===== config.mk =====
export PLATFORM = sky130hd
export DESIGN_NAME = meter_report_decoder
export DESIGN_NICKNAME = d
export VERILOG_FILES = /design/src/sv/mrd_pkg.sv /design/src/sv/mrd_in_reg.sv /design/src/sv/mrd_core.sv /design/src/sv/mrd_out_reg.sv /design/src/sv/meter_report_decoder.sv
export VERILOG_INCLUDE_DIRS = /design/src /design/src/sv
export SDC_FILE = /design/constraint.sdc
export NUM_CORES = 1
export LEC_CHECK = 0
export ABC_CLOCK_PERIOD_IN_PS = 6090
export BUFFER_PORTS_ARGS = -buffer_cell sky130_fd_sc_hd__buf_2
export CORE_MARGIN = 2
export CORE_UTILIZATION = 53
export CTS_CLUSTER_SIZE = 30
export DETAILED_ROUTE_END_ITERATION = 10
export GPL_TIMING_DRIVEN = 0
export PLACE_DENSITY = 0.74
export SYNTH_ARGS = -nofsm -noshare
export SYNTH_HDL_FRONTEND = slang
export SYNTH_SLANG_ARGS = --single-unit

===== constraint.sdc =====
create_clock -name clk -period 6.09 [get_ports clk]
set_clock_uncertainty 0.15 [all_clocks]
set_input_delay 0 -clock clk [delete_from_list [all_inputs] [get_ports clk]]
set_output_delay 0 -clock clk [all_outputs]
set_load 0.005 [all_outputs]

===== src/sv/assert_macros.svh =====
// Assertion macros shared by the meter report decoder RTL
`ifndef ASSERT_MACROS_SVH
`define ASSERT_MACROS_SVH

// Check a property at every rising clock edge outside reset
`define ASSERT_CLK(label, prop, msg) \
	label: assert property (@(posedge clk) disable iff (!arst_n) (prop)) \
		else $error(msg);

// Check that a condition never holds outside reset
`define ASSERT_NEVER(label, cond, msg) \
	label: assert property (@(posedge clk) disable iff (!arst_n) !(cond)) \
		else $error(msg);

`endif


===== src/sv/mrd_pkg.sv =====
// Package with types, constants and helpers of the meter report decoder
`default_nettype none

package mrd_pkg;

	localparam logic [4:0] HEADER_LEN     = 5'd4;
	localparam logic [4:0] DELTA_LEN      = 5'd2;
	localparam logic [2:0] SIZE_CODE_WIDE = 3'd4;
	localparam logic [3:0] POS_MAX        = 4'd15;

	localparam logic [7:0] CLASS_ID_RESET  = 8'd50;
	localparam logic [7:0] REPORT_ID_RESET = 8'd2;

	typedef enum logic [7:0] {
		CFG_CLASS_ID  = 8'd0,
		CFG_REPORT_ID = 8'd1
	} cfg_index_t;

	typedef struct packed {
		logic              ok;
		logic [4:0]        meter_type;
		logic [1:0]        rate_type;
		logic [2:0]        scale;
		logic [2:0]        precision;
		logic [2:0]        value_bytes;
		logic signed [31:0] reading;
		logic [15:0]       delta_time;
		logic              has_previous;
		logic signed [31:0] previous_reading;
	} result_t;

	function automatic logic size_ok(input logic [2:0] s);
		return (s == 3'd1) || (s == 3'd2) || (s == SIZE_CODE_WIDE);
	endfunction

	function automatic logic [31:0] sign_extend(input logic [31:0] raw, input logic [2:0] s);
		logic [31:0] r;
		case (s)
			3'd1:    r = {{24{raw[7]}}, raw[7:0]};
			3'd2:    r = {{16{raw[15]}}, raw[15:0]};
			default: r = raw;
		endcase
		return r;
	endfunction

endpackage

`default_nettype wire


===== src/sv/mrd_in_reg.sv =====
// Input register stage of the meter report decoder
`default_nettype none

module mrd_in_reg (
	input  wire logic       clk,
	input  wire logic       arst_n,
	input  wire logic       in_valid,
	output logic            in_stall,
	input  wire logic [7:0] payload_byte,
	input  wire logic       last_byte,
	input  wire logic       drain,
	output logic            valid_s1,
	output logic [7:0]      byte_s1,
	output logic            last_s1
);

	logic load;

	assign in_stall = valid_s1 && !drain;
	assign load     = in_valid && !in_stall;

	always_ff @(posedge clk or negedge arst_n) begin
		if (!arst_n) begin
			valid_s1 <= 1'b0;
		end else if (load) begin
			valid_s1 <= 1'b1;
		end else if (drain) begin
			valid_s1 <= 1'b0;
		end
	end

	always_ff @(posedge clk) begin
		if (load) begin
			byte_s1 <= payload_byte;
			last_s1 <= last_byte;
		end
	end

endmodule

`default_nettype wire


===== src/sv/mrd_core.sv =====
// Payload state and result logic of the meter report decoder
`default_nettype none

module mrd_core (
	input  wire logic       clk,
	input  wire logic       arst_n,
	input  wire logic       step,
	input  wire logic [7:0] byte_in,
	input  wire logic       last_in,
	input  wire logic [7:0] class_id,
	input  wire logic [7:0] report_id,
	output mrd_pkg::result_t res
);

	logic [3:0]  pos_q;
	logic        hb_q;
	logic [7:0]  props_q;
	logic [7:0]  flags_q;
	logic [31:0] value_q;
	logic [15:0] delta_q;
	logic [31:0] prev_q;

	logic        hb_n;
	logic [7:0]  props_n;
	logic [7:0]  flags_n;
	logic [31:0] value_n;
	logic [15:0] delta_n;
	logic [31:0] prev_n;

	logic [4:0]  pos_w;
	logic [4:0]  s_old;
	logic [4:0]  d0;
	logic [4:0]  q0;
	logic [4:0]  e0;
	logic [2:0]  s_new;
	logic [4:0]  len;
	logic [4:0]  min1;
	logic [4:0]  min2;
	logic        ok;
	logic        prev;

	assign pos_w = {1'b0, pos_q};
	assign s_old = {2'b0, flags_q[2:0]};
	assign d0    = mrd_pkg::HEADER_LEN + s_old;
	assign q0    = d0 + mrd_pkg::DELTA_LEN;
	assign e0    = q0 + s_old;

	always_comb begin
		hb_n    = hb_q;
		props_n = props_q;
		flags_n = flags_q;
		value_n = value_q;
		delta_n = delta_q;
		prev_n  = prev_q;
		unique case (pos_q)
			4'd0: begin
				if (byte_in != class_id) hb_n = 1'b1;
			end
			4'd1: begin
				if (byte_in != report_id) hb_n = 1'b1;
			end
			4'd2: begin
				props_n = byte_in;
			end
			4'd3: begin
				flags_n = byte_in;
			end
			default: begin
				if (mrd_pkg::size_ok(flags_q[2:0])) begin
					if (pos_w < d0) begin
						value_n = {value_q[23:0], byte_in};
					end else if (pos_w < q0) begin
						delta_n = {delta_q[7:0], byte_in};
					end else if (pos_w < e0) begin
						prev_n = {prev_q[23:0], byte_in};
					end
				end
			end
		endcase
	end

	assign s_new = flags_n[2:0];
	assign len   = pos_w + 5'd1;
	assign min1  = mrd_pkg::HEADER_LEN + mrd_pkg::DELTA_LEN + {2'b0, s_new};
	assign min2  = min1 + {2'b0, s_new};
	assign prev  = delta_n != 16'd0;
	assign ok    = (len >= mrd_pkg::HEADER_LEN) && !hb_n &&
		mrd_pkg::size_ok(s_new) && (len >= min1) && (!prev || (len >= min2));

	always_comb begin
		res = '0;
		if (ok) begin
			res.ok               = 1'b1;
			res.meter_type       = props_n[4:0];
			res.rate_type        = props_n[6:5];
			res.scale            = {props_n[7], flags_n[4:3]};
			res.precision        = flags_n[7:5];
			res.value_bytes      = s_new;
			res.reading          = mrd_pkg::sign_extend(value_n, s_new);
			res.delta_time       = delta_n;
			res.has_previous     = prev;
			res.previous_reading = prev ? mrd_pkg::sign_extend(prev_n, s_new) : 32'd0;
		end
	end

	always_ff @(posedge clk or negedge arst_n) begin
		if (!arst_n) begin
			pos_q   <= '0;
			hb_q    <= 1'b0;
			props_q <= '0;
			flags_q <= '0;
			value_q <= '0;
			delta_q <= '0;
			prev_q  <= '0;
		end else if (step) begin
			if (last_in) begin
				pos_q   <= '0;
				hb_q    <= 1'b0;
				props_q <= '0;
				flags_q <= '0;
				value_q <= '0;
				delta_q <= '0;
				prev_q  <= '0;
			end else begin
				pos_q   <= (pos_q == mrd_pkg::POS_MAX) ? pos_q : pos_q + 4'd1;
				hb_q    <= hb_n;
				props_q <= props_n;
				flags_q <= flags_n;
				value_q <= value_n;
				delta_q <= delta_n;
				prev_q  <= prev_n;
			end
		end
	end

endmodule

`default_nettype wire


===== src/sv/mrd_out_reg.sv =====
// Result register of the meter report decoder
`default_nettype none

module mrd_out_reg (
	input  wire logic       clk,
	input  wire logic       arst_n,
	input  wire logic       load,
	input  wire mrd_pkg::result_t res_in,
	input  wire logic       out_stall,
	output logic            out_valid,
	output mrd_pkg::result_t res_q
);

	always_ff @(posedge clk or negedge arst_n) begin
		if (!arst_n) begin
			out_valid <= 1'b0;
		end else if (load) begin
			out_valid <= 1'b1;
		end else if (!out_stall) begin
			out_valid <= 1'b0;
		end
	end

	always_ff @(posedge clk) begin
		if (load) begin
			res_q <= res_in;
		end
	end

endmodule

`default_nettype wire


===== src/sv/meter_report_decoder.sv =====
// Top level of the meter report decoder
// Usage:
//   Input channel: one payload word per accepted item (payload_byte, last_byte),
//   taken at an edge with in_valid high and in_stall low. last_byte marks the
//   final word of a report.
//   Output channel: one result word per report, shown with out_valid and taken
//   at an edge with out_stall low. ok low means rejected, other fields zero.
//   Config channel: cfg_index 0 writes class_id, 1 writes report_id; others
//   are dropped. cfg_ready is always high; write only while the block is idle.
//   Path: a result is registered when its last word leaves the input register.
//   Throughput: one word per cycle unless a held result stalls a last word,
//   set by the input register and the position counter and accumulator update.
//   Reset: clears the valid flags of the input and result registers, the
//   payload state, and restores class_id to 50 and report_id to 2.
//   Stall: a held result blocks only the next last word; other words keep
//   flowing, and in_stall rises once a last word waits in the input register.
`default_nettype none
`include "assert_macros.svh"

module meter_report_decoder (
	input  wire logic        clk,
	input  wire logic        arst_n,
	input  wire logic        in_valid,
	output logic             in_stall,
	input  wire logic [7:0]  payload_byte,
	input  wire logic        last_byte,
	output logic             out_valid,
	input  wire logic        out_stall,
	output logic             ok,
	output logic [4:0]       meter_type,
	output logic [1:0]       rate_type,
	output logic [2:0]       scale,
	output logic [2:0]       precision,
	output logic [2:0]       value_bytes,
	output logic signed [31:0] reading,
	output logic [15:0]      delta_time,
	output logic             has_previous,
	output logic signed [31:0] previous_reading,
	input  wire logic        cfg_valid,
	output logic             cfg_ready,
	input  wire logic [7:0]  cfg_index,
	input  wire logic [7:0]  cfg_data
);

	logic             valid_s1;
	logic [7:0]       byte_s1;
	logic             last_s1;
	logic             drain;
	logic             step;
	logic             load;
	logic [7:0]       class_id_q;
	logic [7:0]       report_id_q;
	mrd_pkg::result_t res_c;
	mrd_pkg::result_t res_q;

	assign cfg_ready = 1'b1;

	always_ff @(posedge clk or negedge arst_n) begin
		if (!arst_n) begin
			class_id_q  <= mrd_pkg::CLASS_ID_RESET;
			report_id_q <= mrd_pkg::REPORT_ID_RESET;
		end else if (cfg_valid && cfg_ready) begin
			if (cfg_index == mrd_pkg::CFG_CLASS_ID) begin
				class_id_q <= cfg_data;
			end else if (cfg_index == mrd_pkg::CFG_REPORT_ID) begin
				report_id_q <= cfg_data;
			end
		end
	end

	assign drain = !last_s1 || !out_valid || !out_stall;
	assign step  = valid_s1 && drain;
	assign load  = step && last_s1;

	mrd_in_reg u_in_reg (
		.clk          (clk),
		.arst_n       (arst_n),
		.in_valid     (in_valid),
		.in_stall     (in_stall),
		.payload_byte (payload_byte),
		.last_byte    (last_byte),
		.drain        (drain),
		.valid_s1     (valid_s1),
		.byte_s1      (byte_s1),
		.last_s1      (last_s1)
	);

	mrd_core u_core (
		.clk       (clk),
		.arst_n    (arst_n),
		.step      (step),
		.byte_in   (byte_s1),
		.last_in   (last_s1),
		.class_id  (class_id_q),
		.report_id (report_id_q),
		.res       (res_c)
	);

	mrd_out_reg u_out_reg (
		.clk       (clk),
		.arst_n    (arst_n),
		.load      (load),
		.res_in    (res_c),
		.out_stall (out_stall),
		.out_valid (out_valid),
		.res_q     (res_q)
	);

	assign ok               = res_q.ok;
	assign meter_type       = res_q.meter_type;
	assign rate_type        = res_q.rate_type;
	assign scale            = res_q.scale;
	assign precision        = res_q.precision;
	assign value_bytes      = res_q.value_bytes;
	assign reading          = res_q.reading;
	assign delta_time       = res_q.delta_time;
	assign has_previous     = res_q.has_previous;
	assign previous_reading = res_q.previous_reading;

	`ASSERT_CLK(a_reject_zero, out_valid && !ok |-> reading == 32'd0 && delta_time == 16'd0 && previous_reading == 32'd0 && meter_type == 5'd0, "rejected word carries nonzero fields")
	`ASSERT_CLK(a_prev_delta, out_valid && has_previous |-> delta_time != 16'd0, "previous value without delta time")
	`ASSERT_CLK(a_size_code, out_valid && ok |-> value_bytes == 3'd1 || value_bytes == 3'd2 || value_bytes == 3'd4, "accepted word with bad size code")
	`ASSERT_NEVER(a_stall_empty, in_stall && !valid_s1, "input stalled with empty input register")

endmodule

`default_nettype wire


==> summary.log <==
[status] outcome finished, final reports clean
[hold_path] Hold Crit Class input port to flop
[clocking] total CTS buffers 24
[critical_path] required time at the endpoint of the critical path 6.17 ns
[sta] Worst-Margin Slew 0.9831 ns
[placed_design] placed cell count 1416
[clocking] maximum clock path buffer count 3
[synthesis] Async SR Flop Fraction 52.65%
[synthesis] Synth warnings 0
[critical_path] slowest cell on the critical path sky130_fd_sc_hd__dfrtp_1
[critical_path] top cell family by delay on the critical path buffers and inverters
[sta] number of pins exceeding their max-slew limit in the final report 0
[clocking] clock latency on the worst-skew pair 0.52 ns
[detailed_routing] drt first-iter violations 747
[critical_path] type of element capturing the critical path flop
[floorplan] die width 151.3 µm
[synthesis] sequential cell area fraction in the yosys report 53.91%
[sta] Peak Freq 201.8 MHz
[global_routing] total congestion overflow after global routing 0
[floorplan] initial core utilization 54.33%
[floorplan] IO Pins 131
[synthesis] per-instance average area after synthesis 11.39 µm²
[detailed_routing] number of nets with antenna violations after detailed routing 0
[global_routing] wire length of the first global-routing pass 47820 µm
[sta] # setup viols final 0
[synthesis] flip-flop cell with the highest count after synthesis sky130_fd_sc_hd__dfrtp_1
[critical_path] CP bufs+invs 5
[critical_path] peak per-stage delay on the critical path 0.53 ns
[sta] Post-Route Hold Slack 0.04163 ns
[cells_and_area] area added between synthesis and finish 19.55%
[cells_and_area] fraction of layout cells with a size suffix above 1 24.14%
[cells_and_area] diode count 0
[clocking] clock transition at the registers of the reported paths 0.06 ns
[synthesis] nets in the synthesized netlist 1069
[sta] Max-Slew Margin vs Limit 34.25%
[sta] unrepaired setup endpoints after global routing no
[critical_path] sort of element at the start of the critical path flop
[cells_and_area] final design utilization 64.95%
[global_routing] global router's overall resource usage 27.00%
[synthesis] number of instances in the synthesized netlist 1009
[job] number of max-capacitance violations reported 0
[detailed_routing] Routed wire per std cell 20.52 µm
[clocking] clock sink count 226
[power] power density relative to cell area 311.8 nW/µm²
[global_routing] maximum number of pins on one net before global-route repair 77
[power] Leak 0.005465 µW
[sta] shortest period the worst path allows 4.956 ns
[floorplan] vertical die dimension 151.3 µm
[detailed_routing] post-route DRC violation count 0
[synthesis] FF+latch count, synth 226
[global_routing] via count of the first global-routing pass 8808
[detailed_routing] total number of vias 9120
[critical_path] kind of critical path flop to flop
[sta] final hold violation count 0
[floorplan] core area 21150 µm²
[cells_and_area] Finished Layout Cells 1497
[global_routing] initial antenna violation count 0
[clocking] TritonCTS clock tree built
[power] worst-case vdd ir drop 0.2317 mV
[synthesis] post-synthesis instance area 11490 µm²
[clocking] count of H-tree levels built during CTS 1
[detailed_routing] first-pass detailed-route iteration total 7
[floorplan] die area 22880 µm²
[placed_design] half-perimeter wire length after placement 20390 µm
[cells_and_area] Net count, final 1264
[detailed_routing] number of vias per cell 6.092
[sta] Total Neg Setup Slack 0 ns
[floorplan] cell row count 53
[clocking] number of buffers inserted to repair setup after CTS 0
[critical_path] CP Max Fanout 10
[sta] ratio of final minimum period to clock period 81.39%
[synthesis] number of synthesized flops with an enable pin 107
[placed_design] routability congestion estimate from global placement 0.8866
[critical_path] cells along the critical path ha_1, or3b_2, clkbuf_1, a21oi_1, inv_1, ha_1, and3_1, clkbuf_1, o21bai_1, and3_1, clkbuf_1, buf_2, a211oi_1
[detailed_routing] Detailed Route WL 30720 µm
[placed_design] number of I/O port buffers 129
[synthesis] number of distinct library cell variants in the gate-level netlist after synthesis 67
[critical_path] crit path DAT 5.03 ns
[critical_path] cell repeated most along the worst path sky130_fd_sc_hd__clkbuf_1
[clocking] clk root buf sky130_fd_sc_hd__clkbuf_16
==> layout make-up <==
type / instances / area [µm²]
buffer: 88 / 399.1
inverter: 25 / 93.84
tap: 275 / 344.1
clock inverter: 10 / 120.1
timing repair buffer: 169 / 1100
fill: 1665 / 7415
multi-input combinational: 670 / 4817
sequential: 226 / 6196
clock buffer: 34 / 669.4
==> per-layer routing <==
| metal | routed length [µm] | track usage (%) | vias to the layer above | share of wire (%) |
|---|---|---|---|---|
| met5 | 0 | 0 | - | 0 |
| li1 | - | - | 4207 | - |
| met3 | 2432 | 4.819 | 75 | 7.9 |
| met1 | 12750 | 36.95 | 4416 | 42 |
| met4 | 1013 | 9.860 | 0 | 3.3 |
| met2 | 14520 | 43.35 | 422 | 47 |
==> synthesized netlist by cell type (3+ instances only) <==
library cell	n	share of area, %
sky130_fd_sc_hd__a211oi_1	42	2.7
sky130_fd_sc_hd__a211oi_2	10	1.1
sky130_fd_sc_hd__a21o_1	3	0.20
sky130_fd_sc_hd__a21oi_1	49	2.1
sky130_fd_sc_hd__a22o_1	48	3.7
sky130_fd_sc_hd__a22oi_1	56	3.7
sky130_fd_sc_hd__and2_1	4	0.22
sky130_fd_sc_hd__and3_1	4	0.22
sky130_fd_sc_hd__buf_1	3	0.098
sky130_fd_sc_hd__buf_2	10	0.44
sky130_fd_sc_hd__buf_4	3	0.20
sky130_fd_sc_hd__buf_6	6	0.59
sky130_fd_sc_hd__clkbuf_1	66	2.2
sky130_fd_sc_hd__dfrtp_1	115	25
sky130_fd_sc_hd__dfstp_2	4	0.91
sky130_fd_sc_hd__edfxtp_1	107	28
sky130_fd_sc_hd__ha_1	30	3.3
sky130_fd_sc_hd__inv_1	24	0.78
sky130_fd_sc_hd__mux2_2	47	4.6
sky130_fd_sc_hd__mux2i_1	26	2.3
sky130_fd_sc_hd__nand2_1	82	2.7
sky130_fd_sc_hd__nand2b_1	8	0.44
sky130_fd_sc_hd__nand3_1	5	0.22
sky130_fd_sc_hd__nor2_1	39	1.3
sky130_fd_sc_hd__nor3_1	28	1.2
sky130_fd_sc_hd__nor3_2	39	3.4
sky130_fd_sc_hd__nor4_1	23	1.3
sky130_fd_sc_hd__o21a_1	4	0.26
sky130_fd_sc_hd__o21ai_0	51	2.2
sky130_fd_sc_hd__o21ai_1	14	0.61
sky130_fd_sc_hd__o21bai_1	3	0.20
sky130_fd_sc_hd__o22ai_1	9	0.49
sky130_fd_sc_hd__xnor2_1	6	0.46
==> metrics by stage <==
step	setup slack, ns	power (µW)	area [µm²]
after detailed placement	1.205	2789	12570
final	1.134	4283	13740
after global routing	0.9436	4468	13740
after floorplan	0.2602	2484	11490
after global placement	-1.711	2761	12480
after CTS	1.198	4279	13740
==> placed cells by master (no fill, tap or decap), drive strengths merged, types with 2 or more instances in the layout <==
cell type,n
a22oi,56
a21o,3
or4,2
nor3,69
a211oi,52
dfrtp,115
mux2i,26
nand3,5
dfstp,4
ha,30
nor4,24
and2,4
nor2,41
clkbuf,100
o22ai,9
inv,24
bufinv,3
o21a,4
a221oi,2
nand4,2
o21bai,3
a22o,48
edfxtp,107
nor2b,2
nand2b,8
o21ai,65
nand2,82
a21oi,49
xnor2,6
clkinv,8
and3,4
or3,3
nor3b,3
mux2,47
buf,155
dlygate4sd3,36
==> worst reg2reg max path, delay by kind of cell (launching register included) <==
family	cells	cell delay, ns
DFF	1	0.53
AOI/OAI and AO/OA	3	0.83
buffers and inverters	5	1.43
adders and majority gates	2	0.81
and+or+nand+nor	3	0.93
==> power breakdown <==
group / internal [µW] / switching, µW / total, µW
clock network: 889 / 593 / 1480
logic: 320 / 623 / 942
registers: 1740 / 117 / 1860
total: 2950 / 1330 / 4280
==> flip-flops by register name (all words and copies together), names as in the netlist <==
name,cells
u_core.hb_q,1
u_out_reg.res_q,98
u_in_reg.byte_s1,8
u_core.props_q,8
u_in_reg.valid_s1,1
u_core.delta_q,16
u_core.prev_q,32
u_core.value_q,32
u_in_reg.last_s1,1
report_id_q,8
class_id_q,8
u_core.pos_q,4
u_out_reg.out_valid,1
u_core.flags_q,8
==> repair_timing <==
item | in CTS | in global routing
hold buffers | 37 | 0
gates resized for setup | 0 | 0
hold endpoints to repair | 155 | 0
==> final timing paths <==
path	slack (ns)	endpoint	from	cells past startpoint
hold / removal	0.04	report_id_q[5]$_DFFE_PN0P_	cfg_index[1]	4
setup reg to reg	1.13	u_out_reg.res_q[78]$_SDFFCE_PN0P_	u_core.pos_q[1]$_DFFE_PN0P_	13
hold reg to reg	0.35	u_core.value_q[28]$_DFFE_PN0P_	u_core.value_q[28]$_DFFE_PN0P_	2
setup / recovery	1.13	u_out_reg.res_q[78]$_SDFFCE_PN0P_	u_core.pos_q[1]$_DFFE_PN0P_	13
min in group asynchronous	0.43	class_id_q[5]$_DFFE_PN1P_	arst_n	3
max in group asynchronous	4.95	u_core.value_q[23]$_DFFE_PN0P_	arst_n	4
==> cell families after synthesis <==
logic type,after synthesis,synth area share [%]
flip-flops,226,53.91
AND/OR/NAND/NOR,255,12.68
XOR/XNOR,7,0.5335
AO/OA/AOI/OAI,304,18.41
multiplexers,73,6.870
buffers and inverters,113,4.290
other,1,0.03263
adder cells (fa/ha/maj),30,3.266
Power figures use the tool's default switching activity.
